===== src/rtl/lrs16k_pkg.sv =====
`timescale 1ns / 1ps

package lrs16k_pkg;

    // Field and register widths
    localparam int SAMPLE_W   = 16;
    localparam int RATE_W     = 18;
    localparam int LEN_W      = 25;
    localparam int PHASE_W    = 40;

    // Conversion constants
    localparam int OUT_RATE   = 16000;
    localparam int RATE_MIN   = 1000;
    localparam int RESULT_CAP = 32;

    // Serial datapath widths
    localparam int FRAC_W     = $clog2(OUT_RATE);
    localparam int Q_W        = SAMPLE_W;
    localparam int NUM_W      = $clog2(OUT_RATE * (2 ** (Q_W - 1))) + 1;
    localparam int ACC_W      = NUM_W + 2;
    localparam int CNT_W      = $clog2((FRAC_W > Q_W) ? FRAC_W : Q_W);

    // Configuration port
    localparam int CFG_IDX_W  = 1;
    localparam int CFG_DATA_W = LEN_W;
    localparam logic [CFG_IDX_W-1:0] CFG_INPUT_RATE  = 1'b0;
    localparam logic [CFG_IDX_W-1:0] CFG_CLIP_LENGTH = 1'b1;

    typedef logic signed [SAMPLE_W-1:0] sample_t;
    typedef logic [FRAC_W-1:0]          frac_t;

    typedef struct packed {
        logic    start;
        sample_t prev;
        sample_t cur;
        frac_t   frac;
    } lerp_req_t;

    typedef struct packed {
        logic    done;
        sample_t sample;
    } lerp_rsp_t;

endpackage


===== src/rtl/lrs16k_if.sv =====
`timescale 1ns / 1ps

interface lrs16k_in_if import lrs16k_pkg::*; ();
    logic    valid;
    logic    ready;
    sample_t in_sample;

    modport source (output valid, output in_sample, input ready);
    modport sink   (input valid, input in_sample, output ready);
endinterface

interface lrs16k_out_if import lrs16k_pkg::*; ();
    logic    valid;
    logic    ready;
    sample_t out_sample;
    logic    run_end;
    logic    clip_end;

    modport source (output valid, output out_sample, output run_end, output clip_end,
                    input ready);
    modport sink   (input valid, input out_sample, input run_end, input clip_end,
                    output ready);
endinterface


===== src/rtl/lrs16k_lerp.sv =====
`timescale 1ns / 1ps

// Bit-serial interpolator: shift-add multiply of the step by the fraction,
// then restoring division by the output rate, one quotient bit a cycle.
module lrs16k_lerp import lrs16k_pkg::*;
(
    input  logic      clk,
    input  logic      rst_n,
    input  lerp_req_t req,
    output lerp_rsp_t rsp
);

    localparam logic [NUM_W-1:0] DVS_INIT = NUM_W'(OUT_RATE * (2 ** (Q_W - 1)));

    logic                    busy_reg;
    logic                    div_phase_reg;
    logic [CNT_W-1:0]        cnt_reg;
    logic                    done_reg;
    logic signed [ACC_W-1:0] acc_reg;
    logic signed [ACC_W-1:0] mcand_reg;
    frac_t                   frac_sh_reg;
    logic [NUM_W-1:0]        dvs_reg;
    logic [Q_W-1:0]          quot_reg;
    sample_t                 sample_reg;

    logic [SAMPLE_W-1:0]     offs;
    logic [NUM_W-1:0]        base;
    logic signed [SAMPLE_W:0] step;
    logic                    ge;
    logic [Q_W-1:0]          quot_next;

    // Offset-binary left sample, scaled, plus half a divisor for rounding
    assign offs      = {~req.prev[SAMPLE_W-1], req.prev[SAMPLE_W-2:0]};
    assign base      = NUM_W'(offs) * NUM_W'(OUT_RATE) + NUM_W'(OUT_RATE / 2);
    assign step      = {req.cur[SAMPLE_W-1], req.cur} - {req.prev[SAMPLE_W-1], req.prev};
    assign ge        = acc_reg[NUM_W-1:0] >= dvs_reg;
    assign quot_next = {quot_reg[Q_W-2:0], ge};

    always_ff @(posedge clk or negedge rst_n)
    begin
        if (!rst_n)
        begin
            busy_reg      <= 1'b0;
            div_phase_reg <= 1'b0;
            cnt_reg       <= '0;
            done_reg      <= 1'b0;
        end
        else
        begin
            done_reg <= 1'b0;
            if (req.start)
            begin
                busy_reg      <= 1'b1;
                div_phase_reg <= 1'b0;
                cnt_reg       <= CNT_W'(FRAC_W - 1);
            end
            else if (busy_reg)
            begin
                if (cnt_reg == '0)
                begin
                    if (div_phase_reg)
                    begin
                        busy_reg <= 1'b0;
                        done_reg <= 1'b1;
                    end
                    else
                    begin
                        div_phase_reg <= 1'b1;
                        cnt_reg       <= CNT_W'(Q_W - 1);
                    end
                end
                else
                begin
                    cnt_reg <= cnt_reg - CNT_W'(1);
                end
            end
        end
    end

    always_ff @(posedge clk)
    begin
        if (req.start)
        begin
            acc_reg     <= $signed({2'b00, base});
            mcand_reg   <= {{(ACC_W - SAMPLE_W - 1){step[SAMPLE_W]}}, step};
            frac_sh_reg <= req.frac;
        end
        else if (busy_reg && !div_phase_reg)
        begin
            if (frac_sh_reg[0])
            begin
                acc_reg <= acc_reg + mcand_reg;
            end
            mcand_reg   <= mcand_reg <<< 1;
            frac_sh_reg <= frac_sh_reg >> 1;
            if (cnt_reg == '0)
            begin
                dvs_reg <= DVS_INIT;
            end
        end
        else if (busy_reg)
        begin
            if (ge)
            begin
                acc_reg <= acc_reg - $signed({2'b00, dvs_reg});
            end
            quot_reg <= quot_next;
            dvs_reg  <= dvs_reg >> 1;
            if (cnt_reg == '0)
            begin
                sample_reg <= {~quot_next[Q_W-1], quot_next[Q_W-2:0]};
            end
        end
    end

    assign rsp.done   = done_reg;
    assign rsp.sample = sample_reg;

    a_start_when_free: assert property (@(posedge clk) disable iff (!rst_n)
        req.start |-> !busy_reg)
        else $error("interpolator started while busy");

    a_done_single: assert property (@(posedge clk) disable iff (!rst_n)
        rsp.done |=> !rsp.done)
        else $error("interpolator done held for more than one cycle");

    a_done_when_free: assert property (@(posedge clk) disable iff (!rst_n)
        rsp.done |-> !busy_reg)
        else $error("interpolator done while still busy");

endmodule


===== src/rtl/linear_resampler_to_16k.sv =====
// Each accepted sample passes ST_PREP and ST_LIMIT into ST_CHECK; a held output
// leaves from ST_CHECK, while an interpolated one is made in ST_FRAC and ST_LERP first.
// A new sample is taken only in ST_IDLE, once every result of the last one has moved
// to the output register; the bit-serial interpolator takes 14 multiply steps, 16 divide steps.
// Reset: asynchronous, active low; clears all clip state and the handshakes and
// returns input_rate to 48000 and clip_length to 16000.
`timescale 1ns / 1ps

module linear_resampler_to_16k import lrs16k_pkg::*;
#(
    parameter int MAX_CLIP_SAMPLES = 16777216
)
(
    input  logic                  clk,
    input  logic                  rst_n,
    input  logic                  cfg_we,
    input  logic [CFG_IDX_W-1:0]  cfg_index,
    input  logic [CFG_DATA_W-1:0] cfg_data,
    lrs16k_in_if.sink             feed,
    lrs16k_out_if.source          result
);

    localparam int IDX_W = (MAX_CLIP_SAMPLES > 1) ? $clog2(MAX_CLIP_SAMPLES) : 1;
    localparam int N_W   = $clog2(RESULT_CAP + 1);

    localparam logic [2:0] ST_IDLE  = 3'd0;
    localparam logic [2:0] ST_PREP  = 3'd1;
    localparam logic [2:0] ST_LIMIT = 3'd2;
    localparam logic [2:0] ST_CHECK = 3'd3;
    localparam logic [2:0] ST_FRAC  = 3'd4;
    localparam logic [2:0] ST_LERP  = 3'd5;

    // Configuration registers
    logic [RATE_W-1:0]  input_rate_reg;
    logic [LEN_W-1:0]   clip_length_reg;

    // Clip state
    sample_t            prev_reg;
    logic [IDX_W-1:0]   index_reg;
    logic [PHASE_W-1:0] phase_reg;
    logic [PHASE_W-1:0] ib_reg;

    // Per-item working registers
    logic [2:0]         state_reg;
    logic [2:0]         state_next;
    logic [N_W-1:0]     n_reg;
    sample_t            cur_reg;
    logic [PHASE_W-1:0] limit_reg;
    logic [PHASE_W-1:0] left_pos_reg;
    logic               final_reg;
    logic [PHASE_W:0]   diff_reg;

    // Result waiting for its run_end flag, and the output register
    logic               pend_valid_reg;
    sample_t            pend_sample_reg;
    logic               pend_clip_reg;
    logic               out_valid_reg;
    sample_t            out_sample_reg;
    logic               out_run_end_reg;
    logic               out_clip_end_reg;

    logic [RATE_W-1:0]  rate_eff;
    logic [RATE_W:0]    two_rate;
    logic [LEN_W-1:0]   len_eff;
    logic [PHASE_W:0]   pos_next;
    logic [PHASE_W:0]   pos_two;
    logic [PHASE_W:0]   diff;
    logic               fits;
    logic               lagging;
    logic               emit;
    logic               out_free;
    logic               proceed;
    logic               load_out;
    frac_t              frac_sel;
    lerp_req_t          lerp_req;
    lerp_rsp_t          lerp_rsp;

    // Clamp the registers into their working ranges
    assign rate_eff = (input_rate_reg < RATE_W'(RATE_MIN)) ? RATE_W'(RATE_MIN)
                                                            : input_rate_reg;
    assign two_rate = {rate_eff, 1'b0};
    assign len_eff  = (clip_length_reg == '0) ? LEN_W'(1) :
                      (clip_length_reg > LEN_W'(MAX_CLIP_SAMPLES)) ?
                      LEN_W'(MAX_CLIP_SAMPLES) : clip_length_reg;

    // Position tests for the output at phase_reg: does it exist, and is it the
    // last of the clip. Both sums keep the carry so a lowered limit stays safe.
    assign pos_next = {1'b0, phase_reg} + {{(PHASE_W + 1 - RATE_W){1'b0}}, rate_eff};
    assign pos_two  = {1'b0, phase_reg} + {{(PHASE_W - RATE_W){1'b0}}, two_rate};
    assign diff     = {1'b0, phase_reg} - {1'b0, left_pos_reg};
    assign fits     = pos_next <= {1'b0, limit_reg};
    assign lagging  = phase_reg < ib_reg;

    // An output before the incoming sample interpolates (never on the first
    // sample of a clip); one at or past it holds the sample, final sample only.
    assign emit     = (n_reg != N_W'(RESULT_CAP)) && fits &&
                      (lagging ? (index_reg != '0) : final_reg);

    // The waiting result leaves only once the next decision has fixed run_end
    assign out_free = !out_valid_reg || result.ready;
    assign proceed  = !pend_valid_reg || out_free;
    assign load_out = (state_reg == ST_CHECK) && pend_valid_reg && out_free;

    // Fraction: zero when lagging behind the left sample, capped below one
    assign frac_sel = diff_reg[PHASE_W] ? '0 :
                      (diff_reg[PHASE_W-1:0] >= PHASE_W'(OUT_RATE)) ?
                      FRAC_W'(OUT_RATE - 1) : diff_reg[FRAC_W-1:0];

    assign lerp_req.start = (state_reg == ST_FRAC);
    assign lerp_req.prev  = prev_reg;
    assign lerp_req.cur   = cur_reg;
    assign lerp_req.frac  = frac_sel;

    lrs16k_lerp u_lerp (
        .clk   (clk),
        .rst_n (rst_n),
        .req   (lerp_req),
        .rsp   (lerp_rsp)
    );

    always_comb
    begin
        state_next = state_reg;
        case (state_reg)
            ST_IDLE:
            begin
                if (feed.valid)
                begin
                    state_next = ST_PREP;
                end
            end
            ST_PREP:  state_next = ST_LIMIT;
            ST_LIMIT: state_next = ST_CHECK;
            ST_CHECK:
            begin
                if (proceed)
                begin
                    if (!emit)
                    begin
                        state_next = ST_IDLE;
                    end
                    else if (lagging)
                    begin
                        state_next = ST_FRAC;
                    end
                end
            end
            ST_FRAC:  state_next = ST_LERP;
            ST_LERP:
            begin
                if (lerp_rsp.done)
                begin
                    state_next = ST_CHECK;
                end
            end
            default:  state_next = ST_IDLE;
        endcase
    end

    // Configuration writes; the user must issue them only while the block is idle, as the block does not enforce it
    always_ff @(posedge clk or negedge rst_n)
    begin
        if (!rst_n)
        begin
            input_rate_reg  <= RATE_W'(48000);
            clip_length_reg <= LEN_W'(16000);
        end
        else if (cfg_we)
        begin
            case (cfg_index)
                CFG_INPUT_RATE:  input_rate_reg  <= cfg_data[RATE_W-1:0];
                CFG_CLIP_LENGTH: clip_length_reg <= cfg_data;
                default:         ;
            endcase
        end
    end

    // Control and clip state
    always_ff @(posedge clk or negedge rst_n)
    begin
        if (!rst_n)
        begin
            state_reg      <= ST_IDLE;
            n_reg          <= '0;
            pend_valid_reg <= 1'b0;
            prev_reg       <= '0;
            index_reg      <= '0;
            phase_reg      <= '0;
            ib_reg         <= '0;
        end
        else
        begin
            state_reg <= state_next;
            case (state_reg)
                ST_PREP:
                begin
                    n_reg <= '0;
                end
                ST_CHECK:
                begin
                    if (proceed)
                    begin
                        // A held output refills the waiting slot at once; any other outcome empties it
                        pend_valid_reg <= emit && !lagging;
                        if (emit)
                        begin
                            phase_reg <= pos_next[PHASE_W-1:0];
                            n_reg     <= n_reg + N_W'(1);
                        end
                        else if (final_reg)
                        begin
                            // Clip done: start the next one from scratch
                            prev_reg  <= '0;
                            index_reg <= '0;
                            phase_reg <= '0;
                            ib_reg    <= '0;
                        end
                        else
                        begin
                            prev_reg  <= cur_reg;
                            index_reg <= index_reg + IDX_W'(1);
                            ib_reg    <= ib_reg + PHASE_W'(OUT_RATE);
                        end
                    end
                end
                ST_LERP:
                begin
                    if (lerp_rsp.done)
                    begin
                        pend_valid_reg <= 1'b1;
                    end
                end
                default: ;
            endcase
        end
    end

    // Per-item payload
    always_ff @(posedge clk)
    begin
        case (state_reg)
            ST_IDLE:
            begin
                if (feed.valid)
                begin
                    cur_reg <= feed.in_sample;
                end
            end
            ST_PREP:
            begin
                limit_reg    <= {{(PHASE_W - LEN_W){1'b0}}, len_eff} * PHASE_W'(OUT_RATE);
                final_reg    <= ({{(LEN_W - IDX_W){1'b0}}, index_reg} + LEN_W'(1)) >= len_eff;
                left_pos_reg <= (ib_reg >= PHASE_W'(OUT_RATE)) ?
                                ib_reg - PHASE_W'(OUT_RATE) : '0;
            end
            ST_LIMIT:
            begin
                limit_reg <= limit_reg + PHASE_W'(rate_eff >> 1);
            end
            ST_CHECK:
            begin
                if (proceed && emit)
                begin
                    pend_clip_reg <= pos_two > {1'b0, limit_reg};
                    diff_reg      <= diff;
                    if (!lagging)
                    begin
                        pend_sample_reg <= cur_reg;
                    end
                end
            end
            ST_LERP:
            begin
                if (lerp_rsp.done)
                begin
                    pend_sample_reg <= lerp_rsp.sample;
                end
            end
            default: ;
        endcase
    end

    // Output register: refill from the waiting result, else drain on transfer
    always_ff @(posedge clk or negedge rst_n)
    begin
        if (!rst_n)
        begin
            out_valid_reg <= 1'b0;
        end
        else if (load_out)
        begin
            out_valid_reg <= 1'b1;
        end
        else if (result.ready)
        begin
            out_valid_reg <= 1'b0;
        end
    end

    always_ff @(posedge clk)
    begin
        if (load_out)
        begin
            out_sample_reg   <= pend_sample_reg;
            out_run_end_reg  <= !emit;
            out_clip_end_reg <= pend_clip_reg;
        end
    end

    assign feed.ready        = (state_reg == ST_IDLE);
    assign result.valid      = out_valid_reg;
    assign result.out_sample = out_sample_reg;
    assign result.run_end    = out_run_end_reg;
    assign result.clip_end   = out_clip_end_reg;

    a_idle_nothing_waiting: assert property (@(posedge clk) disable iff (!rst_n)
        (state_reg == ST_IDLE) |-> !pend_valid_reg)
        else $error("result left waiting after item completed");

    a_result_cap: assert property (@(posedge clk) disable iff (!rst_n)
        n_reg <= N_W'(RESULT_CAP))
        else $error("more results than the per-item cap");

    a_lerp_result_kept: assert property (@(posedge clk) disable iff (!rst_n)
        lerp_rsp.done |=> pend_valid_reg)
        else $error("interpolated result not captured");

endmodule


===== src/flat_wrapper.sv =====
// flat-port wrapper written by rule: the top's interface ports become plain ports
module linear_resampler_to_16k_flat import lrs16k_pkg::*;
#(
    parameter int MAX_CLIP_SAMPLES = 16777216
)
  (clk, rst_n, cfg_we, cfg_index, cfg_data, feed_valid, feed_in_sample, feed_ready, result_valid, result_out_sample, result_run_end, result_clip_end, result_ready);
  lrs16k_in_if feed_i ();
  lrs16k_out_if result_i ();
  input  logic clk;
  input  logic rst_n;
  input  logic cfg_we;
  input  logic [CFG_IDX_W-1:0] cfg_index;
  input  logic [CFG_DATA_W-1:0] cfg_data;
  input wire logic [$bits(feed_i.valid)-1:0] feed_valid;
  input wire logic [$bits(feed_i.in_sample)-1:0] feed_in_sample;
  output wire logic [$bits(feed_i.ready)-1:0] feed_ready;
  output wire logic [$bits(result_i.valid)-1:0] result_valid;
  output wire logic [$bits(result_i.out_sample)-1:0] result_out_sample;
  output wire logic [$bits(result_i.run_end)-1:0] result_run_end;
  output wire logic [$bits(result_i.clip_end)-1:0] result_clip_end;
  input wire logic [$bits(result_i.ready)-1:0] result_ready;
  assign feed_i.valid = feed_valid;
  assign feed_i.in_sample = feed_in_sample;
  assign feed_ready = feed_i.ready;
  assign result_valid = result_i.valid;
  assign result_out_sample = result_i.out_sample;
  assign result_run_end = result_i.run_end;
  assign result_clip_end = result_i.clip_end;
  assign result_i.ready = result_ready;
  linear_resampler_to_16k #(.MAX_CLIP_SAMPLES(MAX_CLIP_SAMPLES)) u_core (.clk(clk), .rst_n(rst_n), .cfg_we(cfg_we), .cfg_index(cfg_index), .cfg_data(cfg_data), .feed(feed_i), .result(result_i));
endmodule

===== config.mk =====
export PLATFORM = sky130hd
export DESIGN_NAME = linear_resampler_to_16k_flat
export DESIGN_NICKNAME = d
export VERILOG_FILES = /design/src/rtl/lrs16k_pkg.sv /design/src/rtl/lrs16k_if.sv /design/src/rtl/lrs16k_lerp.sv /design/src/rtl/linear_resampler_to_16k.sv /design/src/flat_wrapper.sv
export SDC_FILE = /design/constraint.sdc
export NUM_CORES = 2
export LEC_CHECK = 0
export BUFFER_PORTS_ARGS = -buffer_cell sky130_fd_sc_hd__buf_4
export CAP_MARGIN = 20
export CELL_PAD_IN_SITES_DETAIL_PLACEMENT = 0
export CELL_PAD_IN_SITES_GLOBAL_PLACEMENT = 1
export CORE_ASPECT_RATIO = 0.6
export CORE_MARGIN = 4
export CORE_UTILIZATION = 53
export CTS_BUF_LIST = sky130_fd_sc_hd__clkbuf_2 sky130_fd_sc_hd__clkbuf_4 sky130_fd_sc_hd__clkbuf_8
export DETAILED_ROUTE_END_ITERATION = 10
export MAX_ROUTING_LAYER = met4
export PLACE_DENSITY_LB_ADDON = 0.1
export SLEW_MARGIN = 20
export SYNTH_ARGS = -nofsm -noshare
export SYNTH_HDL_FRONTEND = slang
export SYNTH_SLANG_ARGS = --single-unit

===== constraint.sdc =====
create_clock -name clk -period 9.1 [get_ports clk]
set_input_delay 1.82 -clock clk [delete_from_list [all_inputs] [get_ports clk]]
set_output_delay 1.82 -clock clk [all_outputs]
set_load 0.01 [all_outputs]

# Word level (Yosys, flattened, before mapping)
# Cells that the tools add are included.
[classes] multipliers=2 n_mux=57 add_sub_neg=14 eq_ne=17 bitwise_logic=6 n_reduce_logical=47 n_lt_le_gt_ge=9
[ops] op="$mux W32" count=6
[ops] op="$mux W30" count=4
[ops] op="$mux W40" count=3
[ops] op="$ge A40 B14 Y1 const B" count=2
[ops] op="$pmux W40 S2" count=1
[ops] op="$mux W16" count=4
[ops] op="$mux W14" count=4
[ops] op="$mux W25" count=2
[ops] op="$add A40 B18 Y41" count=1
[ops] op="$add A40 B19 Y41" count=1
[ops] op="$gt A41 B40 Y1" count=1
[ops] op="$le A41 B40 Y1" count=1
[ops] op="$sub A40 B40 Y41" count=1
[ops] op="$add A40 B14 Y40 const B" count=1
[ops] op="$add A40 B17 Y40" count=1
[ops] op="$lt A40 B40 Y1" count=1
[ops] op="$sub A40 B14 Y40 const B" count=1
[ops] op="$add A32 B32 Y32" count=1
[ops] op="$mul A25 B7 Y32 const B" count=1
[ops] op="$pmux W16 S2" count=1
[ops] op="$sub A32 B31 Y32" count=1
[ops] op="$add A30 B13 Y30 const B" count=1
[ops] op="$ge A30 B30 Y1" count=1
[ops] op="$add A24 B1 Y25 const B" count=1
[ops] op="other kinds (37)" count=110
[word_totals] wordCells=183 inputBits=47 reg_bits=493 output_inout_bits=20

# Longest topological paths before layout
[logic_depth] ltp_word=9 ltp_mapped=31 depth_no_buf=28

# By module
# From an unflattened synthesis, not the netlist that was laid out.
[hier_totals] hier_cells=4081 hier_area_um2=39055.0
[modules_own_cells] module="linear_resampler_to_16k" cells_per_inst=2852 n_inst=1 area_each_um2=27072.2 seq_area_each_um2=9180.1
[modules_own_cells] module="lrs16k_lerp" cells_per_inst=1229 n_inst=1 area_each_um2=11982.7 seq_area_each_um2=4199.0

# Least setup slack after synthesis
# OpenSTA, ideal clock, no wires.
[synth_path] path_type="register -> register" from="register u_core.input_rate_reg[16]" to="register u_core.pend_sample_reg[0] (enable)" setup_time_ns=0.411 n_path_buf=3 slack_ns=2.257 t_arrival_ns=6.432 required_ns=8.689 stages_incl_launch_ff=30 period_less_slack_ns=6.843 cell_sequence="dfrtp_1 nor4_1 nand2_1 nor2_1 nor2b_1 ha_1 fa_1 a31oi_1 nor2b_1 nor2_1 o21a_1 o211a_1 o21ai_0 and3_1 clkbuf_1 and2_1 clkbuf_1 xor2_1 ha_1 a21o_1 a21o_1 a221oi_1 o21ai_0 a21oi_1 o2bb2ai_1 o31ai_4 a211oi_2 buf_2 nand2_1 o21ai_0"
[synth_via] elab_chain_len=9
[synth_lines] item="start: declaration" line_no="linear_resampler_to_16k.sv:34" text="logic [RATE_W-1:0] input_rate_reg;"
[synth_lines] item="start signal: assignment" line_no="linear_resampler_to_16k.sv:171" text="CFG_INPUT_RATE: input_rate_reg <= cfg_data[RATE_W-1:0];"
[synth_lines] item="$lt A18 B10 Y1" line_no="linear_resampler_to_16k.sv:79" text="assign rate_eff = (input_rate_reg < RATE_W'(RATE_MIN)) ? RATE_W'(RATE_MIN)"
[synth_lines] item="$mux W18 *" line_no="linear_resampler_to_16k.sv:79"
[synth_lines] item="$add A40 B18 Y41 *" line_no="linear_resampler_to_16k.sv:88" text="assign pos_next = {1'b0, phase_reg} + {{(PHASE_W + 1 - RATE_W){1'b0}}, rate_eff};"
[synth_lines] item="$le A41 B40 Y1 *" line_no="linear_resampler_to_16k.sv:91" text="assign fits = pos_next <= {1'b0, limit_reg};"
[synth_lines] item="$logic_and A1 B1 Y1 * (2 in series)" line_no="linear_resampler_to_16k.sv:96" text="assign emit = (n_reg != N_W'(RESULT_CAP)) && fits &&"
[synth_lines] item="$logic_and A1 B1 Y1 *" line_no="linear_resampler_to_16k.sv:262" text="if (proceed && emit)"
[synth_lines] item="$ne A2 B2 Y1 (no source line) *"
[synth_lines] item="$reduce_and A4 Y1 (no source line) *"
[synth_lines] item="end signal: assignment" line_no="linear_resampler_to_16k.sv:268" text="pend_sample_reg <= cur_reg;"
[synth_lines] item="end signal: assignment" line_no="linear_resampler_to_16k.sv:276" text="pend_sample_reg <= lerp_rsp.sample;"
[synth_lines] item="end: declaration" line_no="linear_resampler_to_16k.sv:55" text="sample_t pend_sample_reg;"
# Every way passes the cells marked *; elsewhere a longest branch is shown, timed or not.
# A chain may end at the register's enable or synchronous reset.

# Worst setup path in the final report
[layout_path] from="register u_core.input_rate_reg[16]" to="register u_core.prev_reg[3]"
[layout_via] elab_chain_len=8
[layout_lines] item="$lt A18 B10 Y1" line_no="linear_resampler_to_16k.sv:79"
[layout_lines] item="$mux W18 *" line_no="linear_resampler_to_16k.sv:79"
[layout_lines] item="$add A40 B18 Y41 *" line_no="linear_resampler_to_16k.sv:88"
[layout_lines] item="$le A41 B40 Y1 *" line_no="linear_resampler_to_16k.sv:91"
[layout_lines] item="$logic_and A1 B1 Y1 * (2 in series)" line_no="linear_resampler_to_16k.sv:96"
[layout_lines] item="$not A1 Y1 (no source line) *"
[layout_lines] item="$reduce_and A3 Y1 (no source line) *"
[layout_lines] item="end signal: assignment" line_no="linear_resampler_to_16k.sv:220" text="prev_reg <= cur_reg;"
[layout_lines] item="end: declaration" line_no="linear_resampler_to_16k.sv:38" text="sample_t prev_reg;"
# Marked as above.

==> load_flow_metrics.sql <==
INSERT INTO impl_metrics (metric_group, metric, value, unit) VALUES
('setup_path', 'critical_path.reg2reg.endpoint', 'u_core.prev_reg[3]$_DFFE_PN0P_', ''),
('timing', 'finalCriticalPeriod', '8.06', 'ns'),
('setup_path', 'cp-startpoint', 'u_core.input_rate_reg[16]$_DFFE_PN0P_', ''),
('timing', 'slew_viol_final', '0', ''),
('clock_network', 'cts.htree.levels', '3', ''),
('clock_network', 'cts_tree', 'yes', ''),
('floorplanning', 'chipHeight', '217', 'µm'),
('logic_synthesis', 'ys_types', '100', ''),
('finish', 'largest_register_ffs', '41', ''),
('timing', 'setup_viol_count_final', '0', ''),
('floorplanning', 'core-area', '0.0721', 'mm²'),
('grt', 'grt_max_degree', '100', ''),
('floorplanning', 'initial_cell_density_of_the_core', '0.537', ''),
('route', 'remaining_routing_drc_violations', '0', ''),
('grt', 'global_route.overflow_total', '0', ''),
('finish', 'layout.cells.most_common', 'sky130_fd_sc_hd__ha_1', ''),
('grt', 'antenna_found_initial', '3', ''),
('setup_path', 'critPathLaunchType', 'register', ''),
('route', 'vias', '30643', ''),
('clock_network', 'cts_inserted_buffers', '77', ''),
('floorplanning', 'die_area', '0.0776', 'mm²'),
('timing', 'finClkSkew', '0.0275', 'ns'),
('finish', 'ant_cells', '0', ''),
('logic_synthesis', 'synth_largest_area_cell', 'sky130_fd_sc_hd__edfxtp_1', ''),
('timing', 'fin_setup_tns', '0', 'ns'),
('setup_path', 'criticalPathCategory', 'reg2reg', ''),
('finish', 'drive_above_1_share', '0.0977', ''),
('timing', 'grt_setup_unrepaired', 'false', ''),
('logic_synthesis', 'synth_ff_type', 'sky130_fd_sc_hd__edfxtp_1', ''),
('timing', 'maxClockFrequency', '124', 'MHz'),
('placement', 'portBuffers', '66', ''),
('grt', 'grt_pass1_wl', '177000', 'µm'),
('timing', 'worst_slew_pin_slew', '1.16', 'ns'),
('finish', 'nFillCells', '6412', ''),
('clock_network', 'clock_sink_count', '474', ''),
('clock_network', 'number_of_gates_resized_after_cts', '0', ''),
('logic_synthesis', 'netlist_top_cells_area', 'sky130_fd_sc_hd__edfxtp_1 23%, sky130_fd_sc_hd__ha_1 14%, sky130_fd_sc_hd__dfrtp_1 10%, sky130_fd_sc_hd__fa_1 7.6%, sky130_fd_sc_hd__xnor2_1 4.9%', ''),
('route', 'finalWirelength', '114000', 'µm'),
('logic_synthesis', 'mappedNetlistNets', '4601', ''),
('floorplanning', 'chipWidth', '357', 'µm'),
('clock_network', 'worstSkewPairLatency', '0.74', 'ns'),
('logic_synthesis', 'synthesis.instances', '3975', ''),
('finish', 'mostFrequentLayoutCells', '431 x sky130_fd_sc_hd__ha_1, 304 x sky130_fd_sc_hd__nand2_1, 300 x sky130_fd_sc_hd__edfxtp_1', ''),
('logic_synthesis', 'synth_edf_count', '300', ''),
('grt', 'track_usage', '0.305', ''),
('timing', 'timing.final.crit_share', '0.886', ''),
('timing', 'hold_viol', '0', ''),
('finish', 'final_core_util', '0.580', ''),
('placement', 'place.detailed.hpwl', '89600', 'µm'),
('placement', 'placer_congestion_estimate', '0.924', ''),
('logic_synthesis', 'syn_area', '0.0387', 'mm²'),
('hold_path', 'worstHoldPathType', 'reg2reg', ''),
('finish', 'nets', '4635', ''),
('grt', 'first_global_vias', '28203', ''),
('clock_network', 'cts.clk_slew.worst_paths', '0.07', 'ns'),
('route', 'detailedRoute.firstIterationViolations', '3448', ''),
('logic_synthesis', 'synthArstFlopShare', '0.367', ''),
('run_status', 'run_status', 'finished clean', ''),
('setup_path', 'timing.critical_path.to_type', 'register', ''),
('logic_synthesis', 'yosysSeqAreaShare', '0.345', ''),
('setup_path', 'critical_path.max_fanout', '54', ''),
('clock_network', 'clock_root_buffer_master', 'sky130_fd_sc_hd__clkbuf_8', ''),
('setup_path', 'required', '9.77', 'ns'),
('floorplanning', 'num_io_pins', '67', ''),
('setup_path', 'critPathArrivalTime', '8.73', 'ns'),
('route', 'avgViaCountPerCell', '6.07', ''),
('clock_network', 'clock_path_buffers', '3', ''),
('clock_network', 'post_cts.repair.setup_buffers', '0', ''),
('finish', 'area_added_between_synthesis_and_finish', '8.00', '%'),
('route', 'antenna_left', '0', ''),
('logic_synthesis', 'synth_area_per_cell', '9.74', 'µm²');
-- critical path, stage by stage, from the launching register on --
cell and delay [ns]:
sky130_fd_sc_hd__dfrtp_1 0.44, sky130_fd_sc_hd__nor4_1 0.40, sky130_fd_sc_hd__nand2_1 0.32, sky130_fd_sc_hd__nor2_1 0.34, sky130_fd_sc_hd__nor2b_1 0.19, sky130_fd_sc_hd__ha_1 0.31
sky130_fd_sc_hd__a21o_1 0.16, sky130_fd_sc_hd__nor2_1 0.05, sky130_fd_sc_hd__a2111o_1 0.44, sky130_fd_sc_hd__a211oi_1 0.39, sky130_fd_sc_hd__a2111oi_0 0.21, sky130_fd_sc_hd__o21ai_0 0.46
sky130_fd_sc_hd__nand4_1 0.55, sky130_fd_sc_hd__nor2_1 0.34, sky130_fd_sc_hd__xor2_1 0.11, sky130_fd_sc_hd__ha_1 0.29, sky130_fd_sc_hd__nand4_1 0.15, sky130_fd_sc_hd__nor4_1 0.39
sky130_fd_sc_hd__nand2_1 0.09, sky130_fd_sc_hd__nor2_1 0.15, sky130_fd_sc_hd__o21ai_0 0.13, sky130_fd_sc_hd__o2bb2ai_1 0.21, sky130_fd_sc_hd__o31ai_4 0.17, sky130_fd_sc_hd__a21oi_4 0.07
sky130_fd_sc_hd__buf_4 0.35, sky130_fd_sc_hd__nor2_2 0.97, sky130_fd_sc_hd__a31o_2 0.28
-- logic make-up after synthesis --
| family | after synthesis | share of synthesized area |
|---|---|---|
| multiplexers | 70 | 0.0201 |
| AO/OA/AOI/OAI | 961 | 0.161 |
| AND/OR/NAND/NOR | 1151 | 0.145 |
| adder cells (fa/ha/maj) | 581 | 0.216 |
| flip-flops | 474 | 0.345 |
| XOR/XNOR | 304 | 0.0687 |
| other | 2 | 0.000194 |
| buffers and inverters | 432 | 0.0438 |
-- layout make-up --
type	count	area share
Multi-Input combinational cell	3069	0.567
Sequential cell	474	0.320
Clock buffer	111	0.0329
Tap cell	975	0.0292
Inverter	285	0.0257
Timing Repair Buffer	102	0.0188
Clock inverter	32	0.00664
-- synth_stat cells (all sizes together) (63+ instances only) --
cell type,n
edfxtp,300
a21o,113
nand2,309
nand4,63
ha,431
inv,283
nor2,296
o21ai,226
nor3,92
dfrtp,161
xnor2,217
clkbuf,112
xor2,87
o31ai,67
fa,148
nand3,97
a21oi,243
and3,66
-- per-layer routing --
| metal | vias to the layer above | global-route usage | routed length [µm] |
|---|---|---|---|
| li1 | 14466 | - | - |
| met1 | 14828 | 0.521 | 60900 |
| met2 | 1243 | 0.329 | 38000 |
| met3 | 106 | 0.0994 | 13900 |
| met4 | 0 | 0.0499 | 1440 |
| met5 | - | - | 0 |
-- per-stage QoR --
stage | setup WS (ns) | instances | hold WS [ns] | area (µm²)
final | 1.04 | 5048 | 0.417 | 41800
after global routing | 0.180 | 5048 | 0.427 | 41800
after CTS | 1.23 | 5048 | 0.421 | 41800
after detailed placement | 1.30 | 4905 | 0.407 | 40200
after global placement | 1.36 | 4905 | 0.401 | 40200
after floorplan | 2.26 | 3975 | 0.400 | 38700
-- worst min path at each step --
stage                                   startpoint                               endpoint  cells past startpoint
2_1_floorplan       u_core.pend_clip_reg$_DFFE_PP_       u_core.result.clip_end$_DFFE_PP_                      0
3_3_place_gp   u_core.pend_sample_reg[2]$_DFFE_PP_  u_core.result.out_sample[2]$_DFFE_PP_                      0
3_5_place_dp   u_core.pend_sample_reg[1]$_DFFE_PP_  u_core.result.out_sample[1]$_DFFE_PP_                      0
4_1_cts        u_core.pend_sample_reg[8]$_DFFE_PP_  u_core.result.out_sample[8]$_DFFE_PP_                      0
5_1_grt        u_core.pend_sample_reg[1]$_DFFE_PP_  u_core.result.out_sample[1]$_DFFE_PP_                      0
6_report       u_core.pend_sample_reg[8]$_DFFE_PP_  u_core.result.out_sample[8]$_DFFE_PP_                      0
Power is left out: the tool's default activity adds up to more than one toggle a clock period on the data nets, which glitch-free logic cannot reach.
